## src/design/idll_pkg.sv

```systemverilog
// shared types, constants and helpers for the indexed doubly linked list unit
`default_nettype none

package idll_pkg;

  // table size and derived widths
  localparam int unsigned MAX_NODES = 64;
  localparam int unsigned ID_W      = 7;
  localparam int unsigned ADDR_W    = (MAX_NODES > 1) ? $clog2(MAX_NODES) : 1;
  localparam int unsigned VAL_W     = 32;

  // operation codes
  localparam logic [2:0] OP_PUSH_LEFT  = 3'd0;
  localparam logic [2:0] OP_PUSH_RIGHT = 3'd1;
  localparam logic [2:0] OP_DELETE     = 3'd2;
  localparam logic [2:0] OP_INS_BEFORE = 3'd3;
  localparam logic [2:0] OP_INS_AFTER  = 3'd4;
  localparam logic [2:0] OP_DUMP       = 3'd5;

  // status codes
  localparam logic [1:0] ST_OK        = 2'd0;
  localparam logic [1:0] ST_NOTFOUND  = 2'd1;
  localparam logic [1:0] ST_EXHAUSTED = 2'd2;
  localparam logic [1:0] ST_EMPTY     = 2'd3;

  // request payload
  typedef struct packed {
    logic [2:0]              operation;
    logic signed [VAL_W-1:0] value;
    logic [ID_W-1:0]         target_id;
  } in_item_t;

  // result payload
  typedef struct packed {
    logic [1:0]              status;
    logic [ID_W-1:0]         node_id;
    logic signed [VAL_W-1:0] element_value;
    logic [ID_W-1:0]         list_length;
    logic                    last;
  } out_item_t;

  // node memory access, one read and per-field writes at one address
  typedef struct packed {
    logic                    rd_en;
    logic [ADDR_W-1:0]       rd_addr;
    logic                    wr_value_en;
    logic                    wr_next_en;
    logic                    wr_prev_en;
    logic [ADDR_W-1:0]       wr_addr;
    logic signed [VAL_W-1:0] wr_value;
    logic [ID_W-1:0]         wr_next;
    logic [ID_W-1:0]         wr_prev;
  } mem_req_t;

  typedef struct packed {
    logic signed [VAL_W-1:0] value;
    logic [ID_W-1:0]         next;
    logic [ID_W-1:0]         prev;
  } mem_rsp_t;

  // node id (1 based) to table address
  function automatic logic [ADDR_W-1:0] id_to_addr(input logic [ID_W-1:0] id);
    logic [ID_W-1:0] t;
    t = id - ID_W'(1);
    return t[ADDR_W-1:0];
  endfunction

endpackage

`default_nettype wire

```

## src/design/idll_node_mem.sv

```systemverilog
// node table memory: value, next and prev links with registered read
`default_nettype none

module idll_node_mem (
  input  wire                 clk,
  input  idll_pkg::mem_req_t  mem_req,
  output idll_pkg::mem_rsp_t  mem_rsp
);
  import idll_pkg::*;

  logic signed [VAL_W-1:0] value_mem [MAX_NODES];
  logic [ID_W-1:0]         next_mem  [MAX_NODES];
  logic [ID_W-1:0]         prev_mem  [MAX_NODES];
  mem_rsp_t                rsp_r;

  // per-field writes
  always_ff @(posedge clk) begin
    if (mem_req.wr_value_en) begin
      value_mem[mem_req.wr_addr] <= mem_req.wr_value;
    end
    if (mem_req.wr_next_en) begin
      next_mem[mem_req.wr_addr] <= mem_req.wr_next;
    end
    if (mem_req.wr_prev_en) begin
      prev_mem[mem_req.wr_addr] <= mem_req.wr_prev;
    end
  end

  // registered read, holds while not enabled
  always_ff @(posedge clk) begin
    if (mem_req.rd_en) begin
      rsp_r.value <= value_mem[mem_req.rd_addr];
      rsp_r.next  <= next_mem[mem_req.rd_addr];
      rsp_r.prev  <= prev_mem[mem_req.rd_addr];
    end
  end

  assign mem_rsp = rsp_r;

endmodule

`default_nettype wire

```

## src/design/idll_ctrl.sv

```systemverilog
// list control: decode, pointer read-modify-write sequencing and dump walk
`default_nettype none

module idll_ctrl (
  input  wire                  clk,
  input  wire                  rst_n,
  input  wire                  in_valid,
  output logic                 in_ready,
  input  idll_pkg::in_item_t   in_data,
  output logic                 res_valid,
  input  wire                  res_ready,
  output idll_pkg::out_item_t  res_data,
  output idll_pkg::mem_req_t   mem_req,
  input  idll_pkg::mem_rsp_t   mem_rsp
);
  import idll_pkg::*;

  typedef enum logic [6:0] {
    S_IDLE  = 7'b0000001,
    S_FETCH = 7'b0000010,
    S_WNEW  = 7'b0000100,
    S_WPRV  = 7'b0001000,
    S_WNXT  = 7'b0010000,
    S_DUMP  = 7'b0100000,
    S_RESP  = 7'b1000000
  } state_t;

  state_t                  state_r, state_nxt;
  logic [2:0]              op_r, op_nxt;
  logic signed [VAL_W-1:0] value_r, value_nxt;
  logic [ID_W-1:0]         tid_r, tid_nxt;
  logic [ID_W-1:0]         new_id_r, new_id_nxt;
  logic [ID_W-1:0]         prv_r, prv_nxt;
  logic [ID_W-1:0]         nxt_r, nxt_nxt;
  logic [ID_W-1:0]         cur_r, cur_nxt;
  logic [ID_W-1:0]         k_r, k_nxt;
  logic [ID_W-1:0]         head_r, head_nxt;
  logic [ID_W-1:0]         tail_r, tail_nxt;
  logic [ID_W-1:0]         count_r, count_nxt;
  logic [ID_W-1:0]         issued_r, issued_nxt;
  logic [MAX_NODES-1:0]    live_r, live_nxt;
  logic [1:0]              res_status_r, res_status_nxt;
  logic [ID_W-1:0]         res_len_r, res_len_nxt;

  logic                    full;
  logic                    present;
  logic                    is_ins;
  logic [ID_W-1:0]         prv_link;
  logic [ID_W-1:0]         nxt_link;
  logic                    dump_last;

  // target lookup and allocation status
  assign full    = (issued_r >= ID_W'(MAX_NODES));
  assign present = (in_data.target_id != '0) &&
                   (in_data.target_id <= ID_W'(MAX_NODES)) &&
                   live_r[id_to_addr(in_data.target_id)];
  assign is_ins  = (op_r != OP_DELETE);

  // values written into the neighbors' links
  assign prv_link  = is_ins ? new_id_r : nxt_r;
  assign nxt_link  = is_ins ? new_id_r : prv_r;
  assign dump_last = ((k_r + ID_W'(1)) == count_r) || (mem_rsp.next == '0);

  // sequencer
  always_comb begin
    state_nxt      = state_r;
    op_nxt         = op_r;
    value_nxt      = value_r;
    tid_nxt        = tid_r;
    new_id_nxt     = new_id_r;
    prv_nxt        = prv_r;
    nxt_nxt        = nxt_r;
    cur_nxt        = cur_r;
    k_nxt          = k_r;
    head_nxt       = head_r;
    tail_nxt       = tail_r;
    count_nxt      = count_r;
    issued_nxt     = issued_r;
    live_nxt       = live_r;
    res_status_nxt = res_status_r;
    res_len_nxt    = res_len_r;
    in_ready       = 1'b0;
    res_valid      = 1'b0;
    res_data       = '0;
    mem_req        = '0;

    unique case (state_r)
      S_IDLE: begin
        in_ready        = 1'b1;
        mem_req.rd_addr = (in_data.operation == OP_DUMP) ? id_to_addr(head_r)
                                                         : id_to_addr(in_data.target_id);
        if (in_valid) begin
          mem_req.rd_en  = 1'b1;
          op_nxt         = in_data.operation;
          value_nxt      = in_data.value;
          tid_nxt        = in_data.target_id;
          new_id_nxt     = issued_r + ID_W'(1);
          cur_nxt        = head_r;
          k_nxt          = '0;
          res_status_nxt = ST_OK;
          res_len_nxt    = count_r;
          state_nxt      = S_RESP;
          unique case (in_data.operation)
            OP_PUSH_LEFT: begin
              if (full) begin
                res_status_nxt = ST_EXHAUSTED;
              end else begin
                prv_nxt   = '0;
                nxt_nxt   = head_r;
                state_nxt = S_WNEW;
              end
            end
            OP_PUSH_RIGHT: begin
              if (full) begin
                res_status_nxt = ST_EXHAUSTED;
              end else begin
                prv_nxt   = tail_r;
                nxt_nxt   = '0;
                state_nxt = S_WNEW;
              end
            end
            OP_DELETE: begin
              if (!present) begin
                res_status_nxt = ST_NOTFOUND;
              end else begin
                state_nxt = S_FETCH;
              end
            end
            OP_INS_BEFORE, OP_INS_AFTER: begin
              if (!present) begin
                res_status_nxt = ST_NOTFOUND;
              end else if (full) begin
                res_status_nxt = ST_EXHAUSTED;
              end else begin
                state_nxt = S_FETCH;
              end
            end
            OP_DUMP: begin
              if ((count_r == '0) || (head_r == '0)) begin
                res_status_nxt = ST_EMPTY;
                res_len_nxt    = '0;
              end else begin
                state_nxt = S_DUMP;
              end
            end
            default: begin
              // unused codes leave the list alone
              res_status_nxt = ST_OK;
            end
          endcase
        end
      end

      // neighbor links of the target are now on the read port
      S_FETCH: begin
        if (op_r == OP_INS_BEFORE) begin
          prv_nxt = mem_rsp.prev;
          nxt_nxt = tid_r;
        end else if (op_r == OP_INS_AFTER) begin
          prv_nxt = tid_r;
          nxt_nxt = mem_rsp.next;
        end else begin
          prv_nxt = mem_rsp.prev;
          nxt_nxt = mem_rsp.next;
        end
        state_nxt = (op_r == OP_DELETE) ? S_WPRV : S_WNEW;
      end

      // new node entry
      S_WNEW: begin
        mem_req.wr_value_en = 1'b1;
        mem_req.wr_next_en  = 1'b1;
        mem_req.wr_prev_en  = 1'b1;
        mem_req.wr_addr     = id_to_addr(new_id_r);
        mem_req.wr_value    = value_r;
        mem_req.wr_next     = nxt_r;
        mem_req.wr_prev     = prv_r;
        state_nxt           = S_WPRV;
      end

      // left neighbor's next link, or the head
      S_WPRV: begin
        if (prv_r != '0) begin
          mem_req.wr_next_en = 1'b1;
          mem_req.wr_addr    = id_to_addr(prv_r);
          mem_req.wr_next    = prv_link;
        end else begin
          head_nxt = prv_link;
        end
        state_nxt = S_WNXT;
      end

      // right neighbor's prev link, or the tail, and the result
      S_WNXT: begin
        res_valid              = 1'b1;
        res_data.status        = ST_OK;
        res_data.node_id       = is_ins ? new_id_r : '0;
        res_data.element_value = '0;
        res_data.list_length   = is_ins ? (count_r + ID_W'(1)) : (count_r - ID_W'(1));
        res_data.last          = 1'b1;
        if (res_ready) begin
          if (nxt_r != '0) begin
            mem_req.wr_prev_en = 1'b1;
            mem_req.wr_addr    = id_to_addr(nxt_r);
            mem_req.wr_prev    = nxt_link;
          end else begin
            tail_nxt = nxt_link;
          end
          if (is_ins) begin
            count_nxt                      = count_r + ID_W'(1);
            issued_nxt                     = new_id_r;
            live_nxt[id_to_addr(new_id_r)] = 1'b1;
          end else begin
            count_nxt                   = count_r - ID_W'(1);
            live_nxt[id_to_addr(tid_r)] = 1'b0;
          end
          state_nxt = S_IDLE;
        end
      end

      // one element per cycle while res_ready, next read issued as the current one goes out
      S_DUMP: begin
        res_valid              = 1'b1;
        res_data.status        = ST_OK;
        res_data.node_id       = cur_r;
        res_data.element_value = mem_rsp.value;
        res_data.list_length   = count_r;
        res_data.last          = dump_last;
        mem_req.rd_addr        = id_to_addr(mem_rsp.next);
        if (res_ready) begin
          if (dump_last) begin
            state_nxt = S_IDLE;
          end else begin
            mem_req.rd_en = 1'b1;
            cur_nxt       = mem_rsp.next;
            k_nxt         = k_r + ID_W'(1);
          end
        end
      end

      // single result for rejected, empty or unused requests
      S_RESP: begin
        res_valid              = 1'b1;
        res_data.status        = res_status_r;
        res_data.node_id       = '0;
        res_data.element_value = '0;
        res_data.list_length   = res_len_r;
        res_data.last          = 1'b1;
        if (res_ready) begin
          state_nxt = S_IDLE;
        end
      end

      default: begin
        state_nxt = S_IDLE;
      end
    endcase
  end

  // control state
  always_ff @(posedge clk) begin
    if (!rst_n) begin
      state_r  <= S_IDLE;
      head_r   <= '0;
      tail_r   <= '0;
      count_r  <= '0;
      issued_r <= '0;
      live_r   <= '0;
    end else begin
      state_r  <= state_nxt;
      head_r   <= head_nxt;
      tail_r   <= tail_nxt;
      count_r  <= count_nxt;
      issued_r <= issued_nxt;
      live_r   <= live_nxt;
    end
  end

  // request working registers
  always_ff @(posedge clk) begin
    op_r         <= op_nxt;
    value_r      <= value_nxt;
    tid_r        <= tid_nxt;
    new_id_r     <= new_id_nxt;
    prv_r        <= prv_nxt;
    nxt_r        <= nxt_nxt;
    cur_r        <= cur_nxt;
    k_r          <= k_nxt;
    res_status_r <= res_status_nxt;
    res_len_r    <= res_len_nxt;
  end

`ifndef SYNTHESIS
  // the list never holds more elements than ids handed out
  a_count_le_issued: assert property (@(posedge clk) disable iff (!rst_n)
    count_r <= issued_r)
    else $error("element count exceeds issued ids");

  // between requests an empty list has no head and no tail
  a_head_matches_count: assert property (@(posedge clk) disable iff (!rst_n)
    (state_r == S_IDLE) |-> ((count_r == '0) == (head_r == '0)))
    else $error("head pointer disagrees with element count");

  a_tail_matches_count: assert property (@(posedge clk) disable iff (!rst_n)
    (state_r == S_IDLE) |-> ((count_r == '0) == (tail_r == '0)))
    else $error("tail pointer disagrees with element count");

  // node table is only written by the link update steps
  a_write_in_update: assert property (@(posedge clk) disable iff (!rst_n)
    (mem_req.wr_value_en || mem_req.wr_next_en || mem_req.wr_prev_en) |->
      ((state_r == S_WNEW) || (state_r == S_WPRV) || (state_r == S_WNXT)))
    else $error("node table written outside an update");

  // ids are never handed back
  a_issued_monotonic: assert property (@(posedge clk) disable iff (!rst_n)
    1'b1 |=> (issued_r >= $past(issued_r)))
    else $error("issued id counter went backward");
`endif

endmodule

`default_nettype wire

```

## src/design/indexed_doubly_linked_list_unit.sv

```systemverilog
// top level: node table, list control and result output register
`default_nettype none

// Doubly linked list of signed 32-bit values kept in a node table addressed
// by node id. Ids are handed out 1, 2, 3 and so on and are never reused;
// once all table entries have been issued every insert is refused with an
// exhausted status, or not found if its target is absent. Each request
// moves through the node memory, which has a single write port and a
// registered read, in steps set by the table entries it touches: push left
// or right writes the new entry, the left link and the right link; delete
// reads the target, then does two link writes; insert before or after
// reads the target, then does three writes; a dump emits one result per
// element with last on the final one; and a rejected, empty-dump or unused
// request gives a single result. A finished result waits in an output
// register, so the next request is taken while it is still pending
// downstream. No clearing pass is needed after reset.
module indexed_doubly_linked_list_unit (
  input  wire                  clk,
  input  wire                  rst_n,
  input  wire                  in_valid,
  output logic                 in_ready,
  input  idll_pkg::in_item_t   in_data,
  output logic                 out_valid,
  input  wire                  out_ready,
  output idll_pkg::out_item_t  out_data
);
  import idll_pkg::*;

  mem_req_t  mem_req;
  mem_rsp_t  mem_rsp;
  logic      res_valid;
  logic      res_ready;
  out_item_t res_data;
  logic      out_valid_r;
  out_item_t out_data_r;

  idll_ctrl u_ctrl (
    .clk       (clk),
    .rst_n     (rst_n),
    .in_valid  (in_valid),
    .in_ready  (in_ready),
    .in_data   (in_data),
    .res_valid (res_valid),
    .res_ready (res_ready),
    .res_data  (res_data),
    .mem_req   (mem_req),
    .mem_rsp   (mem_rsp)
  );

  idll_node_mem u_node_mem (
    .clk     (clk),
    .mem_req (mem_req),
    .mem_rsp (mem_rsp)
  );

  // output register takes a new result when empty or being drained
  assign res_ready = !out_valid_r || out_ready;

  always_ff @(posedge clk) begin
    if (!rst_n) begin
      out_valid_r <= 1'b0;
    end else if (res_valid && res_ready) begin
      out_valid_r <= 1'b1;
    end else if (out_ready) begin
      out_valid_r <= 1'b0;
    end
  end

  always_ff @(posedge clk) begin
    if (res_valid && res_ready) begin
      out_data_r <= res_data;
    end
  end

  assign out_valid = out_valid_r;
  assign out_data  = out_data_r;

endmodule

`default_nettype wire
```

## config.mk

```make
export PLATFORM = sky130hd
export DESIGN_NAME = indexed_doubly_linked_list_unit
export DESIGN_NICKNAME = d
export VERILOG_FILES = /design/src/design/idll_pkg.sv /design/src/design/idll_node_mem.sv /design/src/design/idll_ctrl.sv /design/src/design/indexed_doubly_linked_list_unit.sv
export SDC_FILE = /design/constraint.sdc
export NUM_CORES = 2
export LEC_CHECK = 0
export BUFFER_PORTS_ARGS = -buffer_cell sky130_fd_sc_hd__buf_4
export CORE_ASPECT_RATIO = 2
export CORE_UTILIZATION = 30
export CTS_CLUSTER_DIAMETER = 100
export DETAILED_ROUTE_END_ITERATION = 7
export PLACE_DENSITY = 0.53
export SYNTH_ARGS = -nofsm -noshare
export SYNTH_HDL_FRONTEND = slang
export SYNTH_SLANG_ARGS = --single-unit
```

## constraint.sdc

```tcl
create_clock -name clk -period 7.59 [get_ports clk]
set_clock_uncertainty 0.05 [all_clocks]
set_input_delay 1.518 -clock clk [delete_from_list [all_inputs] [get_ports clk]]
set_output_delay 1.518 -clock clk [all_outputs]
set_load 0.03 [all_outputs]
```

==> reports/qor.yml <==
worst_hold_path:
  hold_end: "u_ctrl.live_r[5]"
  hp-start: "u_ctrl.live_r[5]"
  min_path_type: "reg -> reg"
  whs_path_depth: 2
floorplan:
  dieArea_um2: 433000
  fp.dieH_um: 930
  initial_utilization_pct: 30.2
  die_w_um: 466
  boundaryPins: 97
  rows: 340
  core_um2: 428000
timing:
  max_slew_margin_pct: -10.1
  fmax_ghz: 0.156
  setup_viol: 0
  rsz0062_at_grt: "no"
  fin_setup_tns_ns: 0
  layout_min_cycle_time_ns: 6.41
  worstMarginPinSlew_ns: 1.65
  hold_violations: 0
  timing.final.crit_share_pct: 84.5
  drv_slew: 16
setup_path:
  reg2reg_slack_ns: 1.18
  endpoint_kind: "flip-flop"
  rr_endpoint: "u_node_mem.mem_rsp[42]"
  cp.arrival_ns: 7.02
  start_kind: "flip-flop"
  path_cells: "nor2_1 > nand4b_1 > a221oi_1 > buf_4 > or2_2 > nor2_1 > nand2_1 > o22ai_1 > or4_1"
  cp_common_cell: "nor2_1"
  cp_slowest_cell: "nand2_1"
  reg2reg_depth: 9
  crit_path_max_fanout: 14
  worstPathRequired_ns: 8.20
  path_class: "reg -> reg"
  r2r_start: "u_ctrl.state_r[4]"
  slowest_delay_ns: 1.11
run_status:
  violations: "capacitance limit, slew limit"
  outcome: "complete, but fails checks"
clock_network:
  cts.path.max_buffers: 4
  cts_resized: 0
  clkSinkCount: 3225
  cts_tree: "built"
  cts_setup_buffers: 0
  clk_latency_ns: 0.94
  holdBufCountCts: 0
  cts.clk_slew.worst_paths_ns: 0.07
  cts_buffers: 294
  h-tree-depth: 5
  root_buffer: "clkbuf_16"
synth:
  synth_nets: 8857
  yosysTopAreaCell: "edfxtp_1"
  synthFlopType: "edfxtp_1"
  synthTopCellsByArea: "edfxtp_1 73%, nand2_1 5.3%, mux2i_1 3.7%"
  seq_area_frac_synth_pct: 74.2
  async_flop_share_pct: 0
  synth_cell_types: 91
  netlist_instances: 8790
  synth_top_area_share_pct: 72.6
  yosysWarnings: 0
  synth_area_um2: 129000
  synth_edf_count: 3125
  yosys_register_bits: 3225
  syn_area_per_cell_um2: 14.7
global_route:
  overflow: 0
  antenna_found_initial: 48
  grt_pass1_wl_mm: 658
  grt_pass1_vias: 80596
  grt_max_degree: 101
  grt_use_total_pct: 21.8
placed_design:
  hpwl_mm: 309
  gp_congestion: 0.897
  numPortBuffers: 96
pwr:
  power_mw: 41.4
  ir_drop_mv: 0.250
  leakagePower_nw: 51.9
  p_per_area_nw_per_um2: 278
cells_and_area:
  layout-drive-gt1-share_pct: 13.8
  num-nets-final: 9124
  nFillCells: 40807
  syn_to_final_growth_pct: 15.2
routing:
  routedWlPerCell_um: 32.2
  routed_wl_mm: 486
  avgViaCountPerCell: 5.46
  antenna_left: 0
  drtIter0Drc: 8267
  drc: 0
  first_pass_iters: 6
  vias: 82381
job:
  cap_viol_max_count: 3
worst max-delay path, delay by kind of cell (launching register included):
kind            cells  cell delay [ns]
simple gates        6             3.81
flops               1             0.35
buf+inv             1             0.25
compound gates      2             1.70
how the worst max path moves through the flow:
stage                      start                          to
2_1_floorplan          out_ready  u_node_mem.value_mem[1][0]
3_3_place_gp          in_data[0]      u_node_mem.mem_rsp[41]
3_5_place_dp          in_data[0]      u_node_mem.mem_rsp[42]
4_1_cts        u_ctrl.state_r[4]      u_node_mem.mem_rsp[42]
5_1_grt        u_ctrl.state_r[4]      u_node_mem.mem_rsp[42]
6_report       u_ctrl.state_r[4]      u_node_mem.mem_rsp[42]
metal layers:
layer  up-vias  track usage, %  share of wire [%]
met5         -               0              0.030
met4        22            18.1                9.0
met3      1226            3.32                6.2
met2      4028            39.3                 52
met1     42831            22.1                 33
li1      34274               -                  -
stage by stage:
step | instance area (um2) | hold slack (ns) | util (%) | std cells | setup WS, ns
global route | 149000 | 0.452 | 34.7 | 15062 | 1.26
floorplan | 129000 | 0.404 | - | 8790 | 1.74
global placement | 139000 | 0.412 | 32.4 | 14395 | -0.0308
finish | 149000 | 0.434 | 34.7 | 15093 | 1.18
detailed placement | 139000 | 0.424 | 32.4 | 14401 | 0.489
CTS | 148000 | 0.433 | 34.6 | 14922 | 1.36
sequential cells by signal, indices dropped and copies added, names as in the netlist, 32 cells and up:
signal / cells
u_ctrl.live_r: 64
u_ctrl.value_r: 32
out_data: 49
u_node_mem.value_mem: 2048
u_node_mem.prev_mem: 448
u_node_mem.next_mem: 448
u_node_mem.mem_rsp: 46
report_power, final:
group | internal, mW | switching [mW]
combinational | 1.83 | 4.70
clock | 8.32 | 6.84
sequential | 19.5 | 0.229
layout make-up:
cell class              count  area [um2]  share of cell area, %
repair buffers            544        4740                   3.19
clock inverters           166        1620                   1.09
well taps                5643        7060                   4.75
inverters                  76         288                  0.193
diodes                    168         420                  0.283
clock buffers             355        7800                   5.24
flip-flops and latches   3225       95800                   64.4
multi-input cells        4916       31000                   20.8
cells in the mapped netlist, types with 11 or more instances:
| cell | number |
|---|---|
| a211oi_1 | 128 |
| a21boi_0 | 77 |
| a21oi_1 | 111 |
| a221oi_1 | 11 |
| a22o_1 | 24 |
| a22oi_1 | 29 |
| a311oi_1 | 74 |
| a31oi_1 | 100 |
| a32o_1 | 13 |
| a32oi_1 | 168 |
| and2_1 | 80 |
| and3_1 | 30 |
| buf_1 | 41 |
| buf_2 | 225 |
| buf_4 | 84 |
| buf_6 | 26 |
| clkbuf_1 | 197 |
| dfxtp_1 | 100 |
| edfxtp_1 | 3125 |
| ha_1 | 20 |
| inv_1 | 76 |
| mux2i_1 | 473 |
| mux4_2 | 117 |
| nand2_1 | 1826 |
| nand3_1 | 625 |
| nand4_1 | 140 |
| nor2_1 | 193 |
| nor3_1 | 139 |
| nor4_1 | 31 |
| o211a_1 | 36 |
| o211ai_1 | 12 |
| o21ai_0 | 120 |
| o221ai_1 | 44 |
| o22ai_1 | 50 |
| or3_1 | 19 |
| or4_1 | 25 |
| xnor2_1 | 27 |
| xor2_1 | 16 |
placed cells by master (no fill, tap or decap), types with 117 or more instances in the layout:
cell / synthesis / final
nand4_1: 140 / 140
nor2_1: 193 / 147
a211oi_1: 128 / 125
buf_4: 84 / 487
mux2i_1: 473 / 471
nand3_1: 625 / 624
mux4_2: 117 / 117
edfxtp_1: 3125 / 3125
nand2_1: 1826 / 1817
diode_2: 0 / 168
a32oi_1: 168 / 168
clkbuf_16: 0 / 304
kinds of logic after synthesis:
logic type	synth area share [%]
AOI/OAI and AO/OA	6.08
muxes	5.75
and+or+nand+nor	10.9
adders and majority gates	0.209
DFF	74.2
xor gates and xnor gates	0.369
buffers and inverters	2.50
Power figures use the tool's default switching activity.
